==> src/hdl/dpwm4_pkg.sv <==
// dpwm4_pkg: shared widths, register kinds and defaults for the four-channel dithered pwm
// no dependencies

package dpwm4_pkg;

    localparam int CHANNELS        = 4;
    localparam int PERIOD_DEF      = 100;
    localparam int DITHER_BITS_DEF = 5;

    localparam int BASE_W      = 7;
    localparam int FRAC_W      = 5;
    localparam int CFG_INDEX_W = 8;
    localparam int CFG_DATA_W  = 7;
    localparam int CH_SEL_W    = (CHANNELS > 1) ? $clog2(CHANNELS) : 1;

    localparam logic [BASE_W-1:0] COMPARE_MAX = {BASE_W{1'b1}};

    // register index bit 0 picks the kind within a channel pair
    localparam logic REG_KIND_BASE = 1'b0;
    localparam logic REG_KIND_FRAC = 1'b1;

    typedef logic [BASE_W-1:0] base_t;
    typedef logic [FRAC_W-1:0] frac_t;

endpackage

==> src/hdl/dithered_pwm_four_channel.sv <==
// dithered_pwm_four_channel: four-channel dithered pwm, one result per tick; depends on dpwm4_pkg
// an accepted tick transaction's result is registered and shows on the m_ channel in the next cycle
// throughput: one tick transaction per cycle while m_ready takes each result, set by the single state update per tick;
// the output register refills in the same cycle its result is taken
// reset (aresetn low, synchronous): counters, compares, config registers and result valid clear
// configuration writes are always accepted and reach a compare only at a wrap that reloads it

module dithered_pwm_four_channel
    import dpwm4_pkg::*;
#(
    parameter int PERIOD      = PERIOD_DEF,
    parameter int DITHER_BITS = DITHER_BITS_DEF
) (
    input  logic                   aclk,
    input  logic                   aresetn,

    // tick channel
    input  logic                   s_valid,
    output logic                   s_ready,
    input  logic                   s_count_enable,

    // result channel
    output logic                   m_valid,
    input  logic                   m_ready,
    output logic                   m_pwm_out0,
    output logic                   m_pwm_out1,
    output logic                   m_pwm_out2,
    output logic                   m_pwm_out3,
    output logic                   m_period_end,

    // configuration write channel
    input  logic                   cfg_valid,
    output logic                   cfg_ready,
    input  logic [CFG_INDEX_W-1:0] cfg_index,
    input  logic [CFG_DATA_W-1:0]  cfg_data
);

    // width of the period counter, and the common width for the duty compare
    localparam int PCNT_W = $clog2(PERIOD);
    localparam int CMP_W  = (PCNT_W > BASE_W) ? PCNT_W : BASE_W;
    // common width for the dither count against the fraction register
    localparam int DW     = (DITHER_BITS > FRAC_W) ? DITHER_BITS : FRAC_W;

    localparam logic [PCNT_W-1:0]      PERIOD_LAST = PCNT_W'(PERIOD - 1);
    localparam logic [CFG_INDEX_W-1:0] REG_COUNT   = CFG_INDEX_W'(2 * CHANNELS);

    // state
    logic [PCNT_W-1:0]      period_count_reg;
    logic [DITHER_BITS-1:0] dither_count_reg   [CHANNELS];
    base_t                  active_compare_reg [CHANNELS];

    // configuration registers
    base_t                  base_duty_reg      [CHANNELS];
    frac_t                  dither_frac_reg    [CHANNELS];

    // result register
    logic                   m_valid_reg;
    logic [CHANNELS-1:0]    pwm_reg;
    logic                   period_end_reg;

    // next values
    logic [PCNT_W-1:0]      period_count_next;
    logic [DITHER_BITS-1:0] dither_count_next  [CHANNELS];
    base_t                  active_compare_next[CHANNELS];
    logic [CHANNELS-1:0]    pwm_next;
    logic                   period_end_next;

    logic                   in_xact;
    logic                   tick;
    logic                   wrap;
    logic [BASE_W:0]        base_inc;

    // the result register frees up in the same cycle its transaction completes
    assign s_ready   = !m_valid_reg || m_ready;
    assign in_xact   = s_valid && s_ready;
    assign cfg_ready = 1'b1;

    assign tick = in_xact && s_count_enable;
    assign wrap = tick && (period_count_reg >= PERIOD_LAST);

    always_comb begin
        period_count_next = period_count_reg;
        if (tick) begin
            if (wrap) begin
                period_count_next = '0;
            end else begin
                period_count_next = period_count_reg + PCNT_W'(1);
            end
        end
    end

    // outputs use the count before this tick's advance
    always_comb begin
        for (int c = 0; c < CHANNELS; c++) begin
            pwm_next[c] = (CMP_W'(period_count_reg) < CMP_W'(active_compare_reg[c]));
        end
        period_end_next = wrap;
    end

    // dither step per channel, only taken at a wrap
    always_comb begin
        base_inc = '0;
        for (int c = 0; c < CHANNELS; c++) begin
            dither_count_next[c]   = dither_count_reg[c] + DITHER_BITS'(1);
            active_compare_next[c] = active_compare_reg[c];
            base_inc               = {1'b0, base_duty_reg[c]} + (BASE_W+1)'(1);
            if (DW'(dither_count_next[c]) == DW'(dither_frac_reg[c])) begin
                active_compare_next[c] = base_duty_reg[c];
            end else if (dither_count_next[c] == '0) begin
                // base+1 saturates at the top of the compare range
                active_compare_next[c] = base_inc[BASE_W] ? COMPARE_MAX : base_inc[BASE_W-1:0];
            end
        end
    end

    // counter and dither state
    always_ff @(posedge aclk) begin
        if (!aresetn) begin
            period_count_reg <= '0;
            for (int c = 0; c < CHANNELS; c++) begin
                dither_count_reg[c]   <= '0;
                active_compare_reg[c] <= '0;
            end
        end else begin
            period_count_reg <= period_count_next;
            if (wrap) begin
                for (int c = 0; c < CHANNELS; c++) begin
                    dither_count_reg[c]   <= dither_count_next[c];
                    active_compare_reg[c] <= active_compare_next[c];
                end
            end
        end
    end

    // configuration decode: index 2c is base duty, 2c+1 is fraction, the rest ignored
    always_ff @(posedge aclk) begin
        if (!aresetn) begin
            for (int c = 0; c < CHANNELS; c++) begin
                base_duty_reg[c]   <= '0;
                dither_frac_reg[c] <= '0;
            end
        end else if (cfg_valid && cfg_ready && (cfg_index < REG_COUNT)) begin
            unique case (cfg_index[0])
                REG_KIND_BASE: begin
                    base_duty_reg[cfg_index[CH_SEL_W:1]] <= cfg_data[BASE_W-1:0];
                end
                REG_KIND_FRAC: begin
                    dither_frac_reg[cfg_index[CH_SEL_W:1]] <= cfg_data[FRAC_W-1:0];
                end
                default: begin
                end
            endcase
        end
    end

    // result register
    always_ff @(posedge aclk) begin
        if (!aresetn) begin
            m_valid_reg <= 1'b0;
        end else if (in_xact) begin
            m_valid_reg <= 1'b1;
        end else if (m_ready) begin
            m_valid_reg <= 1'b0;
        end
    end

    always_ff @(posedge aclk) begin
        if (in_xact) begin
            pwm_reg        <= pwm_next;
            period_end_reg <= period_end_next;
        end
    end

    assign m_valid      = m_valid_reg;
    assign m_pwm_out0   = pwm_reg[0];
    assign m_pwm_out1   = pwm_reg[1];
    assign m_pwm_out2   = pwm_reg[2];
    assign m_pwm_out3   = pwm_reg[3];
    assign m_period_end = period_end_reg;

`ifndef SYNTH
    // counter never leaves its period
    assert property (@(posedge aclk) disable iff (!aresetn)
        period_count_reg <= PERIOD_LAST)
        else $error("period counter out of range");

    // a tick on the last count wraps to zero and flags the period end
    assert property (@(posedge aclk) disable iff (!aresetn)
        (in_xact && s_count_enable && period_count_reg == PERIOD_LAST)
        |=> (period_count_reg == '0) && m_valid && m_period_end)
        else $error("wrap not taken");

    // no tick, no movement
    assert property (@(posedge aclk) disable iff (!aresetn)
        !tick |=> $stable(period_count_reg))
        else $error("period counter moved without a tick");

    // a held tick never reports a period end
    assert property (@(posedge aclk) disable iff (!aresetn)
        (in_xact && !s_count_enable) |=> m_valid && !m_period_end)
        else $error("period end on a held tick");
`endif

endmodule

==> config.mk <==
export PLATFORM = sky130hd
export DESIGN_NAME = dithered_pwm_four_channel
export DESIGN_NICKNAME = d
export VERILOG_FILES = /design/src/hdl/dpwm4_pkg.sv /design/src/hdl/dithered_pwm_four_channel.sv
export SDC_FILE = /design/constraint.sdc
export NUM_CORES = 1
export LEC_CHECK = 0
export BUFFER_PORTS_ARGS = -buffer_cell sky130_fd_sc_hd__buf_2
export CORE_ASPECT_RATIO = 0.6
export CORE_UTILIZATION = 45
export DETAILED_ROUTE_END_ITERATION = 10
export PLACE_DENSITY = 0.64
export SLEW_MARGIN = 5
export SYNTH_ARGS = -nofsm -noshare
export SYNTH_HDL_FRONTEND = slang
export SYNTH_SLANG_ARGS = --single-unit
export TNS_END_PERCENT = 10
==> constraint.sdc <==
create_clock -name aclk -period 2.5 [get_ports aclk]
set_input_delay 0.5 -clock aclk [delete_from_list [all_inputs] [get_ports aclk]]
set_output_delay 0.5 -clock aclk [all_outputs]
set_load 0.02 [all_outputs]
==> results.cfg, run 1 <==
[status]
status = complete, but fails checks
violations = design-rule violations

[clock_tree]
cts_buffer_depth = 2
cts_sinks = 109
clk_pin_slew_ns = 0.07
htree_levels = 3
cts_buffers = 9
clock_latency_ns = 0.34
cts_tree = done
cts-root-buf = clkbuf_16
holdBufCountCts = 0

[job]
cap_viol_max_count = 0

[final_layout]
most-common-layout-cells = 101 x edfxtp_1, 58 x nor2_1, 50 x and2_1
mostFrequentLayoutCell = edfxtp_1
fin_util_pct = 53.01
drive_above_1_share_pct = 13.55
design_area_mm2 = 0.006898
fillerInstances = 1123
num-nets-final = 658
antennaDiodeCount = 0
ff_latch_area_mm2 = 0.003193
multiInputGateArea_mm2 = 0.002725
syn2layout_area_growth_pct = 13.06

[floorplanning]
fp.dieH_um = 92.19
core_mm2 = 0.01301
initial_core_util_pct = 46.88
dieArea_mm2 = 0.01404
die_x_um = 152.3
pin_count = 29
rows = 32

[sta]
slew_headroom_pct = 57.19
hold_violations = 0
fin_ws_ns = 0.1287
fin_crit_ns = 2.371
fin_hold_ws_ns = 0.4370
period_share_pct = 94.85
fin_skew_ns = 0.004496
maxSlewViolCount = 0
setup_viol = 0
max_freq_mhz = 421.7
tightest_slew_ns = 0.6393
grt_setup_unrepaired = no

[logic_synthesis]
yosys_register_bits = 109
async_reset_ff_share_pct = 0
synth-main-ff-cell = edfxtp_1
synthesis.area_mm2 = 0.006101
yosysTopAreaCell = edfxtp_1
ys_top_cells_by_area = edfxtp_1 50%, ha_1 7.6%, and2_1 5.1%
synth_top_area_share_pct = 49.71
seq_area_frac_synth_pct = 52.34
synthesis.nets = 608
synth_edf_count = 101
ys_warn_count = 0
netlist_instances = 550
avgSynthCellArea_um2 = 11.09
ys_types = 61

[critical_path]
critPathLaunchType = register
cp_slowest_cell = edfxtp_1
worst-path-buf-inv = 1
end_kind = register
crit_chain = ha_2 -> nand3_1 -> o311ai_0 -> a31oi_1 -> nand3_1 -> buf_4 -> nor4bb_1 -> nor3_1
slowest_delay_ns = 0.50
ff2ff_path_depth = 8
crit_path_frequent_cell = nand3_1
path_delay_family = simple AND/OR/NAND/NOR gates
r2r_end = active_compare_reg[2][5]$_SDFFCE_PN0P_
arrival_ns = 2.46
cp.required_ns = 2.58
r2r_setup_slack_ns = 0.13
r2r_start = dither_count_reg[2][0]$_SDFFCE_PN0P_
path_class = reg2reg
cp_max_fo = 14

[placement]
io_buffers = 27
gp_congestion = 0.9134
postPlaceCellArea_mm2 = 0.006545
dp_hpwl_um = 9667
pre_cts_ws_ns = 0.07811

[grt]
grt_start_max_net_pins = 29
grt_overflow = 0
grt_usage_pct = 19.89
antenna_found_initial = 1
grt_pass1_vias = 4118
grt_pass1_wl_um = 21360

[detailed_routing]
drc = 2
firstDrtPassIters = 7
vias = 4343
first_iter_violations = 341
via_per_inst = 5.604
routed_wirelength_um = 13090
ant_nets = 0
drt-wirelength-per-cell_um = 16.89

[worst_hold_path]
hold_path.class = in2reg
min_from = s_valid
hold_end = m_valid$_SDFFE_PN0P_
hold-path-cell-count = 3

[pwr]
power.density_mw_per_mm2 = 569.0
leakagePower_nw = 2.689
finalPower_mw = 3.925
ir_drop_v = 0.0003481
## layout make-up
cell class,instances,share of cell area [%]
Clock buffer,12,3.428
Clock inverter,4,1.052
Sequential cell,109,46.29
Timing Repair Buffer,54,4.898
Multi-Input combinational cell,394,39.51
Tap cell,170,3.084
Inverter,32,1.741
## synthesized netlist by cell type (11+ instances only)
master and n:
edfxtp_1 101, nor2_1 58, and2_1 50, ha_1 37, inv_1 32, nand2_1 26, nand3_1 18, a21oi_1 17
xor2_1 17, a211oi_1 16, xnor2_1 16, and3_1 15, nand2b_1 15, nor3_1 15, o21ai_0 11
## metrics by stage
stage	setup TNS, ns	std cells
3_3_place_gp	0	757
4_1_cts	0	773
2_1_floorplan	-0.7211	550
3_5_place_dp	0	757
5_1_grt	0	775
6_report	0	775
## power breakdown
part	internal [mW]	total (mW)	switching, mW
registers	2.06	2.12	0.0653
logic	0.118	0.286	0.168
clock network	0.879	1.52	0.637
## what timing repair did
item                                   4_1_cts  5_1_grt
gates resized for setup                      0        5
setup endpoints to repair                    0       20
buffers inserted                             0        2
endpoints found under the hold margin        0        0
## cell families (layout without fill, tap and decap cells)
family,Yosys count,after routing,share of synthesized area (%)
AO/OA/AOI/OAI,92,92,10.95
XOR/XNOR,35,35,5.517
adder cells (fa/ha/maj),37,37,7.588
buffers and inverters,47,102,3.527
flip-flops,109,109,52.34
multiplexers,2,2,0.3282
other,1,1,0.06147
AND/OR/NAND/NOR,227,227,19.69
## worst max-delay path by stage
stage          depth (start not counted)                                 start                                      to
2_1_floorplan                          8  dither_count_reg[2][0]$_SDFFCE_PN0P_  active_compare_reg[2][0]$_SDFFCE_PN0P_
3_3_place_gp                           8  dither_count_reg[2][0]$_SDFFCE_PN0P_  active_compare_reg[2][5]$_SDFFCE_PN0P_
3_5_place_dp                           7  dither_count_reg[0][1]$_SDFFCE_PN0P_  active_compare_reg[0][6]$_SDFFCE_PN0P_
4_1_cts                                7  dither_count_reg[0][1]$_SDFFCE_PN0P_  active_compare_reg[0][2]$_SDFFCE_PN0P_
5_1_grt                                8  dither_count_reg[0][1]$_SDFFCE_PN0P_  active_compare_reg[0][4]$_SDFFCE_PN0P_
6_report                               8  dither_count_reg[2][0]$_SDFFCE_PN0P_  active_compare_reg[2][5]$_SDFFCE_PN0P_
## per-layer routing
metal | wire length (um) | track usage [%] | part of all wire, %
met1 | 6485 | 28.69 | 50
met5 | 0 | 0 | 0
met2 | 5869 | 31.14 | 45
met3 | 627 | 3.875 | 4.8
met4 | 104 | 3.912 | 0.79
## worst register-to-register path, cell delays in order (launching register included)
cell and delay [ns]:
edfxtp_1 0.50, ha_2 0.32, nand3_1 0.16, o311ai_0 0.33, a31oi_1 0.08, nand3_1 0.11, buf_4 0.21, nor4bb_1 0.32
nor3_1 0.08
No activity file was read; power rests on OpenSTA's default activity.
==> run 2: changes to the inputs <==
- BUFFER_PORTS_ARGS: -buffer_cell sky130_fd_sc_hd__buf_2 -> -buffer_cell sky130_fd_sc_hd__buf_4
==> run 2 against run 1 <==
Net effect:
- the run still ends with design-rule violations left
- register-to-register slack got worse by 0.02 ns
- cell count fell by 0.52%
- via count fell by 2.0%
- combinational power rose by 2%
- critical path depth fell by 2
- sequential power barely moved
- largest power group unchanged
- highest routed layer unchanged
- worst hold slack got worse by 0.0072 ns
- first-iteration DRC count fell by 23%
- clock power barely moved
- wire length fell by 2.3%
- worst setup slack got worse by 0.019 ns
- critical endpoint is now active_compare_reg[0][4]$_SDFFCE_PN0P_
- non-clock buffer count fell by 4
==> results.cfg, run 2 (synthesis gave the netlist of run 1 again) <==
[detailed_routing]
drt-wirelength-per-cell_um = 16.58
routed_wirelength_um = 12790
drc = 2
first_iter_violations = 261
via_per_inst = 5.519
firstDrtPassIters = 8
vias = 4255
ant_nets = 0

[grt]
antenna_found_initial = 0
grt_usage_pct = 19.53
grt_overflow = 0
grt_pass1_wl_um = 21110
grt_pass1_vias = 4088
grt_start_max_net_pins = 45

[placement]
io_buffers = 27
pre_cts_ws_ns = 0.03198
dp_hpwl_um = 9545
postPlaceCellArea_mm2 = 0.006623
gp_congestion = 0.8429

[critical_path]
r2r_start = dither_count_reg[0][0]$_SDFFCE_PN0P_
path_class = reg2reg
arrival_ns = 2.55
critPathLaunchType = register
cp_max_fo = 14
r2r_setup_slack_ns = 0.11
ff2ff_path_depth = 6
r2r_end = active_compare_reg[0][4]$_SDFFCE_PN0P_
cp.required_ns = 2.66
end_kind = register

[floorplanning]
rows = 32
dieArea_mm2 = 0.01404
pin_count = 29
core_mm2 = 0.01301
fp.dieH_um = 92.19
die_x_um = 152.3
initial_core_util_pct = 46.88

[sta]
period_share_pct = 95.61
hold_violations = 0
grt_setup_unrepaired = no
maxSlewViolCount = 0
setup_tns_ns = 0
slew_headroom_pct = 60.52
fin_hold_ws_ns = 0.4298
tightest_slew_ns = 0.5896
fin_crit_ns = 2.390
fin_ws_ns = 0.1097
max_freq_mhz = 418.4
fin_skew_ns = 0.01118
setup_viol = 0

[clock_tree]
cts_buffer_depth = 2
cts-root-buf = clkbuf_16
cts_buffers = 9
cts_sinks = 109
cts_tree = done
clock_latency_ns = 0.35
holdBufCountCts = 0
htree_levels = 3
clk_pin_slew_ns = 0.08

[final_layout]
fillerInstances = 1119
ff_latch_area_mm2 = 0.003193
num-nets-final = 654
syn2layout_area_growth_pct = 14.21
design_area_mm2 = 0.006968
multiInputGateArea_mm2 = 0.002719
most-common-layout-cells = 101 x edfxtp_1, 58 x nor2_1, 50 x and2_1
antennaDiodeCount = 0
mostFrequentLayoutCell = edfxtp_1
drive_above_1_share_pct = 13.14

[status]
violations = design-rule violations
status = complete, but fails checks

[worst_hold_path]
hold-path-cell-count = 3
hold_path.class = in2reg
hold_end = m_valid$_SDFFE_PN0P_
min_from = s_valid

[pwr]
ir_drop_v = 0.0003122
power.density_mw_per_mm2 = 568.5
leakagePower_nw = 2.714
finalPower_mw = 3.961

[job]
cap_viol_max_count = 0
run 2: per-stage QoR:
step	std cells	utilization (%)
floorplan	550	-
global route	771	53.55
CTS	771	53.37
detailed placement	755	50.89
global placement	755	50.89
finish	771	53.55
run 2: cell type report:
| class | count | share of cell area, % |
|---|---|---|
| sequential | 109 | 45.83 |
| multi-input combinational | 394 | 39.02 |
| timing repair buffer | 50 | 5.746 |
| clock buffer | 9 | 3.232 |
| tap | 170 | 3.053 |
| inverter | 32 | 1.724 |
| clock inverter | 7 | 1.401 |
run 2: timing repair:
| item | CTS | global route |
|---|---|---|
| endpoints found under the hold margin | 0 | 0 |
| setup buffers | 0 | 0 |
| gates resized for setup | 0 | 4 |
| setup endpoints to repair | 0 | 18 |
run 2: worst max path at each step:
stage          slack (ns)  cells past startpoint                                 start                                     end
2_1_floorplan       -0.10                      8  dither_count_reg[2][0]$_SDFFCE_PN0P_  active_compare_reg[2][0]$_SDFFCE_PN0P_
3_3_place_gp         0.11                      8  dither_count_reg[2][0]$_SDFFCE_PN0P_  active_compare_reg[2][5]$_SDFFCE_PN0P_
3_5_place_dp         0.03                      8  dither_count_reg[2][0]$_SDFFCE_PN0P_  active_compare_reg[2][5]$_SDFFCE_PN0P_
4_1_cts              0.03                      8  dither_count_reg[2][0]$_SDFFCE_PN0P_  active_compare_reg[2][5]$_SDFFCE_PN0P_
5_1_grt              0.01                      8  dither_count_reg[2][0]$_SDFFCE_PN0P_  active_compare_reg[2][3]$_SDFFCE_PN0P_
6_report             0.11                      6  dither_count_reg[0][0]$_SDFFCE_PN0P_  active_compare_reg[0][4]$_SDFFCE_PN0P_
run 2: routing by layer:
metal	up-vias	global-route usage, %	wire length [um]
met5	-	0	0
met4	0	4.252	92
met3	11	4.962	760
met2	102	30.84	5613
met1	2034	27.06	6321
li1	2108	-	-
run 2: critical path, cell delays in order, from the launching register on:
cell      delay, ns
edfxtp_1       0.49
ha_1           0.38
xor2_1         0.16
or4_1          0.54
buf_4          0.21
and3_4         0.18
a311oi_2       0.24
run 2: where the power goes:
group,internal [mW],total [mW],leakage (nW),switching [mW]
logic,0.128,0.293,1.49,0.165
clock network,0.884,1.54,0.154,0.660
registers,2.06,2.12,1.07,0.0669
==> run 3: changes to the inputs <==
- CORE_UTILIZATION: 45 -> 50
- PLACE_DENSITY: 0.64 -> 0.67
- SETUP_SLACK_MARGIN: not set -> 0.15
- clock period: 2.5 -> 2.9 ns (I/O delays scaled with it)
==> run 3 against run 2 <==
Net effect:
- the flow now finishes without violations
- maximum frequency is 3.9% lower
- power down 18%
- worst setup slack improved by 0.30 ns
- wire length rose by 1.2%
- clock-buffer cell count grew 1
- cell count shrank 1.7%
- sequential cell count unchanged
- sequential power decreased by 14%
- sequential share of layout area rose by 0.84 points
- utilization rose by 5.4 points
- clock power shrank 25%
- critical path depth increased by 2
- critical path type unchanged
- largest power group unchanged
==> results.cfg, run 3 (synthesis gave the netlist of run 1 again) <==
[grt]
grt_usage_pct = 22.12
grt_start_max_net_pins = 30
grt_pass1_vias = 4021
grt_pass1_wl_um = 20680
grt_overflow = 0
antenna_found_initial = 0

[sta]
period_share_pct = 85.73
grt_setup_unrepaired = no
slew_headroom_pct = 55.14
max_freq_mhz = 402.2
fin_skew_ns = 0.009281
tightest_slew_ns = 0.6659
maxSlewViolCount = 0
fin_crit_ns = 2.486
setup_viol = 0
setup_tns_ns = 0
hold_violations = 0

[pwr]
leakagePower_nw = 2.669
finalPower_mw = 3.250
ir_drop_v = 0.0003086
swShare_pct = 23.80
p_sw_uw = 773.6
clkPwrFrac_pct = 35.8
pwr-share-comb_pct = 7.8
power.density_mw_per_mm2 = 474.9
seqPwrFrac_pct = 56.4
p_int_mw = 2.476

[floorplanning]
fp.dieH_um = 87.56
pin_count = 29
die_x_um = 144.6
dieArea_mm2 = 0.01266
core_mm2 = 0.01160
initial_core_util_pct = 52.60
rows = 30

[critical_path]
ff2ff_path_depth = 8
end_kind = register
critPathLaunchType = register
r2r_start = dither_count_reg[0][0]$_SDFFCE_PN0P_
r2r_setup_slack_ns = 0.41
cp_max_fo = 7
r2r_end = active_compare_reg[0][3]$_SDFFCE_PN0P_
arrival_ns = 2.55
path_class = reg2reg
cp.required_ns = 2.96

[worst_hold_path]
hold_end = m_valid$_SDFFE_PN0P_
min_from = s_valid
hold_path.class = in2reg
hold-path-cell-count = 3

[final_layout]
drive_above_1_share_pct = 12.06
fillerInstances = 963
design_area_mm2 = 0.006843
fin_cells = 758
num-nets-final = 650
mostFrequentLayoutCell = edfxtp_1
syn2layout_area_growth_pct = 12.16
most-common-layout-cells = 101 x edfxtp_1, 58 x nor2_1, 50 x and2_1

[placement]
gp_congestion = 0.7994
dp_hpwl_um = 9630
dp_cells = 741
io_buffers = 27
postPlaceCellArea_mm2 = 0.006564

[detailed_routing]
first_iter_violations = 315
drc = 0
vias = 4273
via_per_inst = 5.637
ant_nets = 0
drt-wirelength-per-cell_um = 17.08
firstDrtPassIters = 4
routed_wirelength_um = 12950

[job]
cap_viol_max_count = 0

[clock_tree]
cts-root-buf = clkbuf_16
cts_sinks = 109
clock_latency_ns = 0.35
holdBufCountCts = 0
cts_tree = done
cts_buffers = 9
clk_pin_slew_ns = 0.08
cts_resized = 0
cts_setup_buffers = 0
cts_buffer_depth = 2
htree_levels = 3

[status]
status = complete, no violations
## run 3: area by class of cell
type | count | area [um2] | area share [%]
repair buffers | 46 | 357.8 | 5.229
clock buffers | 10 | 229.0 | 3.346
clock inverters | 6 | 47.55 | 0.6948
well taps | 160 | 200.2 | 2.926
inverters | 32 | 120.1 | 1.755
multi-input cells | 394 | 2693 | 39.35
flip-flops and latches | 109 | 3193 | 46.66
diodes | 1 | 2.502 | 0.03657
## run 3: worst max-delay path by stage
| stage | start | end | slack [ns] | cells after the start |
|---|---|---|---|---|
| floorplan | dither_count_reg[0][0]$_SDFFCE_PN0P_ | active_compare_reg[0][0]$_SDFFCE_PN0P_ | 0.26 | 9 |
| global placement | m_ready | active_compare_reg[3][5]$_SDFFCE_PN0P_ | 0.41 | 7 |
| detailed placement | m_ready | active_compare_reg[3][5]$_SDFFCE_PN0P_ | 0.32 | 7 |
| CTS | dither_count_reg[0][0]$_SDFFCE_PN0P_ | active_compare_reg[0][1]$_SDFFCE_PN0P_ | 0.42 | 8 |
| global route | dither_count_reg[0][0]$_SDFFCE_PN0P_ | active_compare_reg[0][2]$_SDFFCE_PN0P_ | 0.29 | 8 |
| finish | dither_count_reg[0][0]$_SDFFCE_PN0P_ | active_compare_reg[0][3]$_SDFFCE_PN0P_ | 0.41 | 8 |
## run 3: layer usage
metal | part of all wire [%] | track usage, % | vias up
met3 | 7.7 | 6.342 | 14
li1 | - | - | 2101
met2 | 41 | 32.65 | 146
met4 | 0.79 | 5.072 | 0
met1 | 50 | 32.23 | 2012
met5 | 0 | 0 | -
## run 3: worst max-delay path, stage by stage, from the launching register on
cell and delay, ns:
edfxtp_1 0.52, ha_1 0.33, nand2b_1 0.19, o211ai_1 0.10, a31oi_1 0.09, or4_1 0.45
a21boi_1 0.15, o21ai_1 0.16, buf_4 0.19
## run 3: power by group through the flow
stage	Clock (mW)	Sequential, mW	Combinational, mW
2_1_floorplan	0	1.85	0.157
4_1_cts	1.18	1.83	0.253
3_5_place_dp	0	1.86	0.253
3_3_place_gp	0	1.86	0.245
6_report	1.16	1.83	0.255
5_1_grt	1.23	1.84	0.283
## run 3: through the flow
stage | utilization, % | hold slack (ns) | setup slack, ns
2_1_floorplan | - | 0.5218 | 0.2650
3_3_place_gp | 56.59 | 0.5554 | 0.4102
3_5_place_dp | 56.59 | 0.5823 | 0.3229
4_1_cts | 58.98 | 0.4916 | 0.4234
5_1_grt | 58.98 | 0.5065 | 0.2859
6_report | 59.00 | 0.4944 | 0.4137
